--- src/hdl/assert_macros.svh ---
// assertion helpers, clocked on aclk and disabled in reset
`ifndef ASSERT_MACROS_SVH
`define ASSERT_MACROS_SVH

// same-cycle implication
`define IGT_ASSERT_IMP(lbl, ante, cons, msg) \
    lbl: assert property (@(posedge aclk) disable iff (!aresetn) (ante) |-> (cons)) \
        else $error(msg);

// next-cycle implication
`define IGT_ASSERT_NXT(lbl, ante, cons, msg) \
    lbl: assert property (@(posedge aclk) disable iff (!aresetn) (ante) |=> (cons)) \
        else $error(msg);

`endif

--- src/hdl/igt_pkg.sv ---
package igt_pkg;

    localparam int DIM_W     = 7;
    localparam int ARG_W     = 6;
    localparam int MODE_W    = 3;
    localparam int PIX_W     = 8;
    localparam int COORD_W   = 12;
    localparam int OUT_DIM_W = 13;
    localparam int IDX_W     = 14;

    localparam logic [OUT_DIM_W-1:0] COORD_LIMIT = 13'd4096;

    localparam logic [MODE_W-1:0] MODE_CW   = 3'd0;
    localparam logic [MODE_W-1:0] MODE_CCW  = 3'd1;
    localparam logic [MODE_W-1:0] MODE_PAD  = 3'd2;
    localparam logic [MODE_W-1:0] MODE_TILE = 3'd3;
    localparam logic [MODE_W-1:0] MODE_CROP = 3'd4;

    localparam logic OP_PULL = 1'b1;

    localparam logic [2:0] REG_IMAGE_ROWS = 3'd0;
    localparam logic [2:0] REG_IMAGE_COLS = 3'd1;
    localparam logic [2:0] REG_MODE       = 3'd2;
    localparam logic [2:0] REG_ARG_ROW    = 3'd3;
    localparam logic [2:0] REG_ARG_COL    = 3'd4;
    localparam logic [2:0] REG_ARG_ROWS   = 3'd5;
    localparam logic [2:0] REG_ARG_COLS   = 3'd6;
    localparam logic [2:0] REG_PAD_VALUE  = 3'd7;

    typedef struct packed {
        logic [DIM_W-1:0]  image_rows;
        logic [DIM_W-1:0]  image_cols;
        logic [MODE_W-1:0] transform_mode;
        logic [ARG_W-1:0]  arg_row;
        logic [ARG_W-1:0]  arg_col;
        logic [DIM_W-1:0]  arg_rows;
        logic [DIM_W-1:0]  arg_cols;
        logic [PIX_W-1:0]  pad_value;
    } cfg_t;

    typedef struct packed {
        logic capture;
        logic geom;
        logic write;
        logic check;
        logic rem_start;
        logic src;
        logic addr;
        logic read;
        logic out_load;
    } ctrl_cmd_t;

    typedef struct packed {
        logic is_pull;
        logic err;
        logic tile;
        logic rem_done;
        logic out_free;
    } ctrl_sts_t;

endpackage

--- src/hdl/igt_ctrl.sv ---
module igt_ctrl (
    input  logic                  aclk,
    input  logic                  aresetn,
    input  logic                  s_tvalid,
    output logic                  s_tready,
    input  igt_pkg::ctrl_sts_t    sts,
    output igt_pkg::ctrl_cmd_t    cmd
);
    import igt_pkg::*;

    localparam logic [3:0] S_IDLE = 4'd0;
    localparam logic [3:0] S_GEOM = 4'd1;
    localparam logic [3:0] S_WR   = 4'd2;
    localparam logic [3:0] S_CHK  = 4'd3;
    localparam logic [3:0] S_PLAN = 4'd4;
    localparam logic [3:0] S_REMW = 4'd5;
    localparam logic [3:0] S_SRC  = 4'd6;
    localparam logic [3:0] S_ADDR = 4'd7;
    localparam logic [3:0] S_READ = 4'd8;
    localparam logic [3:0] S_OUT  = 4'd9;

    logic [3:0] state_reg;
    logic [3:0] state_next;

    always_comb begin
        cmd        = '0;
        s_tready   = 1'b0;
        state_next = state_reg;
        unique case (state_reg)
            S_IDLE: begin
                s_tready = 1'b1;
                if (s_tvalid) begin
                    cmd.capture = 1'b1;
                    state_next  = S_GEOM;
                end
            end
            S_GEOM: begin
                cmd.geom   = 1'b1;
                state_next = sts.is_pull ? S_CHK : S_WR;
            end
            S_WR: begin
                cmd.write  = 1'b1;
                state_next = S_IDLE;
            end
            S_CHK: begin
                cmd.check  = 1'b1;
                state_next = S_PLAN;
            end
            S_PLAN: begin
                if (sts.err) begin
                    state_next = S_OUT;
                end else if (sts.tile) begin
                    cmd.rem_start = 1'b1;
                    state_next    = S_REMW;
                end else begin
                    state_next = S_SRC;
                end
            end
            S_REMW: begin
                if (sts.rem_done) begin
                    state_next = S_SRC;
                end
            end
            S_SRC: begin
                cmd.src    = 1'b1;
                state_next = S_ADDR;
            end
            S_ADDR: begin
                cmd.addr   = 1'b1;
                state_next = S_READ;
            end
            S_READ: begin
                cmd.read   = 1'b1;
                state_next = S_OUT;
            end
            S_OUT: begin
                if (sts.out_free) begin
                    cmd.out_load = 1'b1;
                    state_next   = S_IDLE;
                end
            end
            default: begin
                state_next = S_IDLE;
            end
        endcase
    end

    always_ff @(posedge aclk) begin
        if (!aresetn) begin
            state_reg <= S_IDLE;
        end else begin
            state_reg <= state_next;
        end
    end

endmodule

--- config.mk ---
export PLATFORM = sky130hd
export DESIGN_NAME = igt_ctrl
export DESIGN_NICKNAME = d
export VERILOG_FILES = /design/src/hdl/assert_macros.svh /design/src/hdl/igt_pkg.sv /design/src/hdl/igt_ctrl.sv
export SDC_FILE = /design/constraint.sdc
export NUM_CORES = 1
export LEC_CHECK = 0
export ABC_AREA = 1
export BUFFER_PORTS_ARGS = -buffer_cell sky130_fd_sc_hd__buf_2
export CELL_PAD_IN_SITES_DETAIL_PLACEMENT = 1
export CELL_PAD_IN_SITES_GLOBAL_PLACEMENT = 2
export CORE_MARGIN = 5
export CORE_UTILIZATION = 20
export CTS_CLUSTER_DIAMETER = 120
export CTS_CLUSTER_SIZE = 14
export DETAILED_ROUTE_END_ITERATION = 16
export PLACE_DENSITY_LB_ADDON = 0.1
export SYNTH_ARGS = -nofsm -noshare
export SYNTH_HDL_FRONTEND = slang
export SYNTH_SLANG_ARGS = --single-unit
--- constraint.sdc ---
create_clock -name aclk -period 1.1 [get_ports aclk]
set_clock_uncertainty 0.05 [all_clocks]
set_input_delay 0 -clock aclk [delete_from_list [all_inputs] [get_ports aclk]]
set_output_delay 0 -clock aclk [all_outputs]
set_load 0.01 [all_outputs]
# After elaboration in Yosys (flattened, before gate mapping)

Index checks and enable logic that the tools add are counted.
W data, S select, Z words.

Register bits: 4
Word-level logic and storage cells: 36

Eq/ne operators: 12
Reduce and logical (&&, ||, !) cells: 2
Multiplexer cells: 21

Operators with widths:

| kind                 | number |
|---|---|
| $pmux W4 S9          | 1 |
| $eq A4 B3 Y1 const B | 4 |
| $mux W4              | 4 |
| $mux W1              | 15 |
| $eq A4 B2 Y1 const B | 2 |
| $eq A4 B4 Y1 const B | 2 |
| $ne A2 B2 Y1 const B | 3 |
| $eq A4 B1 Y1 const B | 1 |
| $logic_not A4 Y1     | 1 |
| $reduce_and A3 Y1    | 1 |
| $mux W2              | 1 |

# Depth between registers and ports, before layout

Gate-level depths: netlist of run 1.

Depth in word-level cells: 3
Gate-level depth with buffers: 7

# Worst setup path before layout of run 1

No wires, ideal clock.

Path type: register -> register
Start point: register state_reg[2]
End point: register state_reg[2]
Stages on the path, launching flop included: 6
Slack: 30 ps
Arrival: 956 ps
Period minus slack after synthesis: 1070 ps
Data required time: 986 ps
Path buffers: 0
Cells stage by stage: dfxtp_1 nor2_2 inv_1 nor3_2 nor3_2 nor2_1

Word-level cells in the longest chain between the ends: 3
Elaborated cells between the ends (all ways): 14
Those cells by class: eq/ne (11); mux (1); reduce/logical (2)

Ends and longest elaborated chain:

| item                                       | RTL line       | source |
|---|---|---|
| start: declaration                         | igt_ctrl.sv:22 | `logic [3:0] state_reg;` |
| start signal: assignment                   | igt_ctrl.sv:92 | `state_reg <= state_next;` |
| $eq A4 B3 Y1, or another cell as far along | igt_ctrl.sv:29 | `unique case (state_reg)` |
| $ne A2 B2 Y1 (no source line)              | -              |  |
| $reduce_and A3 Y1 (no source line)         | -              |  |

Parallel ways exist; a longest one is shown, timed or not.
A chain may end at the register's enable or synchronous reset.

==> metrics.yaml, run 1 <==
ys_ff_latch: 4
cts_sinks: 4
synth.distinct_cells: 16
path_class: "register to output pin"
ys_warn_count: 0
period_share_pct: 116
pre_cts_slack_ns: -0.0537
fp.dieArea_um2: 2800
critPathArrivalTime_ns: 1.23
drc_errors: 0
track_usage_pct: 12.5
r2r_start: "state_reg[1]"
start_util_pct: 21.1
regArea_um2: 95.1
worstHoldPathType: "input pin to register"
synth_edf_count: 0
synth_area_leaders: "dfxtp_1, nand2_1, nor3_2, inv_1, nor2_1"
n_fill_cell: 221
gp_congestion: 0.670
clock-root-buffer: "clkbuf_4"
io_buffers: 17
ys.flop_type: "dfxtp_1"
hpwl_um: 1040
yosys-top-cells-count: "nand2_1, inv_1, nor2_1, inv_2, nand3_1"
cts_tree: "yes"
grt_pass1_wl_um: 2450
crit_end: "cmd[4]"
ys_seq_area_share_pct: 21.7
synth_area_um2: 369
cts.reportedPaths.clkPinSlew_ns: 0.04
rsz0062_at_grt: "yes"
maxSlewHeadroom_pct: 87.4
synthArstFlopShare_pct: 0
finalWirelength_um: 1520
start_kind: "register"
die_h_um: 53.0
hold_path_depth: 5
critical_path.max_stage_delay_ns: 0.36
period_needed_ns: 1.28
grt_max_degree: 6
reg2reg_to: "state_reg[0]"
worst-path-max-fanout: 4
syn_avg_cell_area_um2: 6.05
critPathSlowestCell: "dfxtp_4"
die_width_um: 53.0
grt_pass1_vias: 544
nNetsFinal: 109
outcome: "complete, but fails checks"
worstMarginPinSlew_ns: 0.189
syn-num-nets: 69
dp.cells: 110
ir_worst_vdd_mv: 0.555
violations: "setup timing"
netlist.area_leader.share_pct: 21.7
grt_overflow: 0
slew_violations: 0
via_count: 527
syn_inst: 61
antennaDiodeCount: 0
min_from: "sts[3]"
antenna_found_initial: 0
cts_made_buffers: 3
vias_per_cell: 4.25
drt_iter0_drc: 6
total_leakage_power_uw: 0.000430
drive_above_1_share_pct: 76.8
syn2layout_area_growth_pct: 117
maxCapViolations: 0
first_pass_iters: 4
rrSetupSlack_ns: -0.13
p_per_area_nw_per_um2: 943
htreeDepth: 1
end_kind: "output pin"
ff2ff_path_depth: 7
p_total_uw: 757
synth.most_common_cell: "nand2_1"
cp-startpoint: "state_reg[0]"
synth.largest_area_cell: "dfxtp_1"
multi_input_area_um2: 333
largest_register_ff_count: 4
cp.required_ns: 1.05
path_cells: "nor2_4, inv_2, nor3_2, and2_1, buf_2"
routedWlPerCell_um: 12.2
ios: 18
core_area_um2: 1750
layout_setup_ws_ns: -0.179
setup_viol: 14
drtAntennaViolNets: 0
hold_viol: 0
final_cells: 124
rows: 15
clockBufferDepth: 2
fmax_mhz: 782
insertion_delay_ns: 0.23
-- worst min path at each step --
stage / slack (ns) / endpoint
2_1_floorplan: 0.05 / state_reg[3]
3_3_place_gp: 0.16 / state_reg[3]
3_5_place_dp: 0.15 / state_reg[3]
4_1_cts: 0.11 / state_reg[0]
5_1_grt: 0.13 / state_reg[3]
6_report: 0.11 / state_reg[3]
-- kinds of logic after synthesis --
kind of cell,count (synthesis),synth area share (%)
buf+inv,14,14.2
compound gates,1,1.35
flops,4,21.7
simple gates,42,62.7
-- worst max-delay path: cells and delay by family, from the launching register on --
kind | cells | cell delay [ns]
buffers and inverters | 2 | 0.17
flip-flops | 1 | 0.36
AND/OR/NAND/NOR | 3 | 0.47
-- metrics by stage --
stage	util [%]	cell area (um^2)	TNS [ns]	hold WS (ns)
final	45.9	802	-1.33	0.107
after global routing	45.9	802	-2.12	0.131
after CTS	43.8	764	-1.07	0.110
after detailed placement	30.8	538	-0.159	0.153
after global placement	30.8	538	-0.287	0.156
after floorplan	-	369	0	0.0476
-- cells in the final DEF, fill, tap and decap left out, drive strengths merged --
cell,synthesis,routed
nand4,1,1
buf,0,34
nand3b,1,1
inv,14,14
clkbuf,0,3
dfxtp,4,4
and2,1,1
nand2,15,15
a21oi,1,1
nor2,13,13
dlygate4sd3,0,1
nor3,6,6
nand3,5,5
-- layout make-up --
| type | instances | share of cell area [%] |
|---|---|---|
| Clock buffer | 3 | 2.81 |
| Inverter | 14 | 7.80 |
| Multi-Input combinational cell | 43 | 41.5 |
| Sequential cell | 4 | 11.9 |
| Tap cell | 25 | 3.90 |
| Timing Repair Buffer | 35 | 32.1 |
-- layer usage --
layer | vias up | share of wire, % | global-route usage (%)
li1 | 265 | - | -
met4 | 0 | 0 | 2.55
met2 | 12 | 56 | 24.8
met3 | 0 | 4.8 | 3.94
met1 | 250 | 39 | 12.5
met5 | - | 0 | 0
-- power breakdown --
group / switching (uW) / internal [uW] / total, uW
registers: 21.6 / 155 / 177
clock network: 54.5 / 122 / 176
logic: 199 / 204 / 404
-- timing repair --
action / 4_1_cts / 5_1_grt
gates cloned: 0 / 0
pin swaps: 10 / 9
setup endpoints to repair: 13 / 14
hold buffers: 1 / 0
endpoints found under the hold margin: 1 / 0
buffers inserted: 9 / 1
resized for setup: 36 / 10
Note: power is estimated with default switching activity, not from simulation.
==> run 2: changes to the inputs <==
--- a/config.mk
+++ b/config.mk
@@ -10,7 +10,7 @@
 export CELL_PAD_IN_SITES_DETAIL_PLACEMENT = 1
 export CELL_PAD_IN_SITES_GLOBAL_PLACEMENT = 2
 export CORE_MARGIN = 5
-export CORE_UTILIZATION = 20
+export CORE_UTILIZATION = 21
 export CTS_CLUSTER_DIAMETER = 120
 export CTS_CLUSTER_SIZE = 14
 export DETAILED_ROUTE_END_ITERATION = 16
==> constraint.sdc (replaced) <==
create_clock -name aclk -period 1.6 [get_ports aclk]
set_clock_uncertainty 0.05 [all_clocks]
set_input_delay 0 -clock aclk [delete_from_list [all_inputs] [get_ports aclk]]
set_output_delay 0 -clock aclk [all_outputs]
set_load 0.01 [all_outputs]
==> run 2 against run 1 <==
Against the previous run: the run now ends clean; utilization is 16 points lower; cell count is 14% lower; sequential power is 33% lower; critical path depth stayed put; register-to-register slack better by 0.57 ns; total power is 50% lower; die area is 3.9% lower; first-iteration DRC count is 100% lower; hold slack worse by 0.041 ns; critical path type unchanged; critical endpoint unchanged.
==> metrics.yaml, run 2 (same netlist as run 1, synthesis figures left out) <==
final_common_cell: "buf_2"
routedWlPerCell_um: 9.89  # -19%
hpwl_um: 934  # -10%
via_count: 428  # -19%
drive_above_1_share_pct: 43.9  # -33 points
track_usage_pct: 9.87  # -2.7 points
switchingPower_uw: 137  # -50%
grt_max_degree: 7  # +1
ctsResizeCount: 0  # -100%
fmax_mhz: 707
insertion_delay_ns: 0.24  # about the same
drc_errors: 0  # unchanged
n_fill_cell: 234  # +5.9%
power_frac_seq_pct: 31.5  # +8.1 points
grt_pass1_wl_um: 1990  # -19%
maxSlewHeadroom_pct: 82.3  # -5.1 points
cts.reportedPaths.clkPinSlew_ns: 0.04  # about the same
cp.buffers_inverters: 2  # unchanged
outcome: "finished, final reports clean"
io_buffers: 17  # unchanged
maxCapViolations: 0  # unchanged
slew_violations: 0  # unchanged
end_kind: "output pin"
drtAntennaViolNets: 0  # unchanged
setup_viol: 0  # -14
final_cells: 107  # -14%
critical_path.max_stage_delay_ns: 0.37  # about the same
utilization_pct: 30.3  # -16 points
p_per_area_nw_per_um2: 730  # -23%
cts_hold_buf: 1  # unchanged
syn2layout_area_growth_pct: 40.3
combPwrFrac_pct: 34.9  # -18 points
rrSetupSlack_ns: 0.44  # +0.57 ns
internal_power_uw: 241  # -50%
first_pass_iters: 1  # -3
die_h_um: 51.9  # -2.0%
nNetsFinal: 92  # -16%
cts_made_buffers: 3  # unchanged
final_cell_mix: "buf_2, nand2_1, nor2_1, inv_1"
cp.required_ns: 1.55  # +0.50 ns
htreeDepth: 1  # unchanged
largest_register_ff_count: 4  # unchanged
vias_per_cell: 4.00  # -5.9%
dp.cells: 103  # -6.4%
cpLargestDelayFamily: "simple AND/OR/NAND/NOR gates"
total_leakage_power_uw: 0.000311  # -28%
worstHoldPathType: "input pin to register"
worstMarginPinSlew_ns: 0.264  # +0.0754 ns
critPathSlowestCell: "dfxtp_1"
cts_tree: "yes"
drt_iter0_drc: 0  # -6
start_util_pct: 21.6  # +0.46 points
path_class: "register to output pin"
tns_ns: 0  # +1.33 ns
rows: 15  # unchanged
rsz0062_at_grt: "no"
ios: 18  # unchanged
grt_overflow: 0  # unchanged
finalWirelength_um: 1060  # -30%
grt_pass1_vias: 481  # -12%
antenna_found_initial: 0  # unchanged
start_kind: "register"
post_cts_buffers: 0  # -9
switching_share_pct: 36.2  # -0.23 points
clock-root-buffer: "clkbuf_4"
fp.dieArea_um2: 2700  # -3.9%
clockBufferDepth: 2  # unchanged
hold_viol: 0  # unchanged
path_cells: "nor2_2, inv_1, nor3_1, and2_1, buf_2"
clockPowerShare_pct: 33.6  # +10 points
cts_sinks: 4  # unchanged
die_width_um: 51.9  # -2.0%
period_share_pct: 88.4
antennaDiodeCount: 0  # unchanged
critPathArrivalTime_ns: 1.36  # +0.13 ns
period_needed_ns: 1.41
ir_worst_vdd_mv: 0.324  # -42%
gp_congestion: 0.698  # +4.0%
worst-path-max-fanout: 4  # unchanged
core_area_um2: 1710  # -2.2%
==> run 2: path summary, 6_finish.rpt <==
path / start / to / depth (start not counted)
setup / recovery: state_reg[1] / cmd[4] / 5
hold / removal: sts[3] / state_reg[3] / 5
setup reg to reg: state_reg[3] / state_reg[1] / 7
hold reg to reg: state_reg[3] / state_reg[3] / 4
==> run 2: metal layers <==
metal	routed length [um]	GRT usage [%]	vias up
met5	0	0	-
met3	72	3.72	2
met1	492	12.3	185
met2	475	15.1	12
li1	-	-	229
met4	17	3.93	0
==> run 2: power by group through the flow <==
stage,Clock (uW),Sequential [uW],Combinational (uW)
detailed placement,0,120,133
floorplan,0,118,90.1
finish,127,119,132
global placement,0,121,135
CTS,133,119,136
global route,143,120,151
==> run 2: worst register-to-register path: stages (launching register included) <==
cell     delay, ns
dfxtp_1       0.40
inv_2         0.08
nand2_4       0.09
nor2_1        0.06
nand2_1       0.08
nand2_1       0.09
nor2_1        0.16
nor3_2        0.05
==> run 2: cell type report <==
type                            instances  area [um^2]  area share, %
Inverter                               14         52.6           10.1
Tap cell                               25         31.3           6.04
Multi-Input combinational cell         43          236           45.7
Sequential cell                         4         80.1           15.5
Clock buffer                            3         22.5           4.35
Timing Repair Buffer                   18         95.1           18.4
==> run 2: per-stage QoR <==
step / instance area, um^2 / hold slack (ns) / setup WS, ns / total power [uW]
global route: 518 / 0.107 / 0.0391 / 414
finish: 518 / 0.0658 / 0.186 / 378
detailed placement: 485 / 0.153 / 0.427 / 254
global placement: 485 / 0.154 / 0.390 / 256
floorplan: 369 / 0.0476 / 0.530 / 209
CTS: 518 / 0.0694 / 0.160 / 388
==> run 3: changes to the inputs <==
--- a/config.mk
+++ b/config.mk
@@ -7,7 +7,7 @@
 export LEC_CHECK = 0
 export ABC_AREA = 1
 export BUFFER_PORTS_ARGS = -buffer_cell sky130_fd_sc_hd__buf_2
-export CELL_PAD_IN_SITES_DETAIL_PLACEMENT = 1
+export CELL_PAD_IN_SITES_DETAIL_PLACEMENT = 0
 export CELL_PAD_IN_SITES_GLOBAL_PLACEMENT = 2
 export CORE_MARGIN = 5
 export CORE_UTILIZATION = 21
==> run 3 against run 2 <==
Against the previous run: count of clock-buffer cells in the layout unchanged; wire length down 4.6%; hold slack better by 0.012 ns; critical path type unchanged.
==> metrics.yaml, run 3 (same netlist as run 1, synthesis figures left out) <==
p_per_area_nw_per_um2: 719  # -1.4%
cts_hold_buf: 1  # unchanged
gp_congestion: 0.698  # unchanged
grt_max_degree: 7  # unchanged
end_kind: "output pin"
worstMarginPinSlew_ns: 0.273  # +0.00908 ns
routedWlPerCell_um: 9.43  # -4.6%
ios: 18  # unchanged
maxSlewHeadroom_pct: 81.7  # -0.61 points
total_leakage_power_uw: 0.000311  # unchanged
pre_cts_slack_ns: 0.414  # -0.0129 ns
tns_ns: 0  # unchanged
grt_overflow: 0  # unchanged
vias_per_cell: 3.82  # -4.4%
drt_iter0_drc: 5  # +5
grt_pass1_wl_um: 1760  # -11%
final_cell_mix: "buf_2, nand2_1, nor2_1, inv_1"
cts_made_buffers: 3  # unchanged
worstHoldPathType: "input pin to register"
largest_register_ff_count: 4  # unchanged
track_usage_pct: 8.86  # -1.0 points
hpwl_um: 913  # -2.2%
slew_violations: 0  # unchanged
io_buffers: 17  # unchanged
path_class: "register to output pin"
wl_met3_um: 73  # +1.4%
finalWirelength_um: 1010  # -4.6%
layout_setup_ws_ns: 0.182  # -0.00373 ns
syn2layout_area_growth_pct: 40.3  # unchanged
maxCapViolations: 0  # unchanged
cts_tree: "yes"
rows: 15  # unchanged
die_width_um: 51.9  # unchanged
htreeDepth: 1  # unchanged
drtAntennaViolNets: 0  # unchanged
clock-root-buffer: "clkbuf_4"
top_layer: "met3"
fmax_mhz: 705  # -0.26%
routed-wl-met2_um: 464  # -2.3%
multi_input_area_um2: 236  # unchanged
final_common_cell: "buf_2"
first_pass_iters: 4  # +3
period_needed_ns: 1.42  # +0.00373 ns
setup_viol: 0  # unchanged
hold_ws_ns: 0.0783  # +0.0124 ns
period_share_pct: 88.6  # +0.23 points
worst-path-max-fanout: 4  # unchanged
rsz0062_at_grt: "no"
start_kind: "register"
critPathArrivalTime_ns: 1.37  # about the same
nNetsFinal: 92  # unchanged
ctsResizeCount: 0  # unchanged
rrSetupSlack_ns: 0.45  # about the same
start_util_pct: 21.6  # unchanged
fp.dieArea_um2: 2700  # unchanged
die_h_um: 51.9  # unchanged
cts_sinks: 4  # unchanged
cp.required_ns: 1.55  # about the same
core_area_um2: 1710  # unchanged
hold_viol: 0  # unchanged
regArea_um2: 80.1  # unchanged
ir_worst_vdd_mv: 0.354  # +9.2%
met1_length_um: 471  # -4.3%
grt_pass1_vias: 413  # -14%
clockBufferDepth: 2  # unchanged
post_cts_buffers: 0  # unchanged
insertion_delay_ns: 0.23  # about the same
drc_errors: 0  # unchanged
antenna_found_initial: 0  # unchanged
antennaDiodeCount: 0  # unchanged
outcome: "finished, final reports clean"
drive_above_1_share_pct: 43.9  # unchanged
cts.reportedPaths.clkPinSlew_ns: 0.04  # about the same
via_count: 409  # -4.4%
n_fill_cell: 199  # -15%
## run 3: layer usage
| layer | global-route usage [%] | vias to the layer above |
|---|---|---|
| met1 | 11.5 | 172 |
| met5 | 0 | - |
| met2 | 13.0 | 9 |
| li1 | - | 228 |
| met4 | 2.62 | 0 |
| met3 | 4.01 | 0 |
## run 3: metrics by stage
step / total power [uW] / util, % / cells / instance area (um^2)
3_5_place_dp: 252 / 28.4 / 103 / 485
5_1_grt: 405 / 30.3 / 107 / 518
3_3_place_gp: 256 / 28.4 / 103 / 485
4_1_cts: 380 / 30.3 / 107 / 518
2_1_floorplan: 209 / - / 61 / 369
6_report: 373 / 30.3 / 107 / 518
## run 3: path summary, 6_finish.rpt
kind	depth (start not counted)	endpoint	startpoint
max	5	cmd[4]	state_reg[1]
min	5	state_reg[3]	sts[3]
max reg2reg	7	state_reg[1]	state_reg[3]
min reg2reg	4	state_reg[3]	state_reg[3]
## run 3: worst max-delay path: stages, from the launching register on
cell	delay, ns
dfxtp_1	0.36
nor2_2	0.18
inv_1	0.08
nor3_1	0.23
and2_1	0.17
buf_2	0.12
## run 3: area by class of cell
class,count,share of cell area (%)
Clock buffer,3,4.35
Inverter,14,10.1
Multi-Input combinational cell,43,45.7
Sequential cell,4,15.5
Tap cell,25,6.04
Timing Repair Buffer,18,18.4
## run 3: power breakdown
group          internal [uW]  switching [uW]  total (uW)
combinational           49.6            81.5         131
sequential               108            11.4         119
clock                   83.7            38.7         122
total                    241             132         373
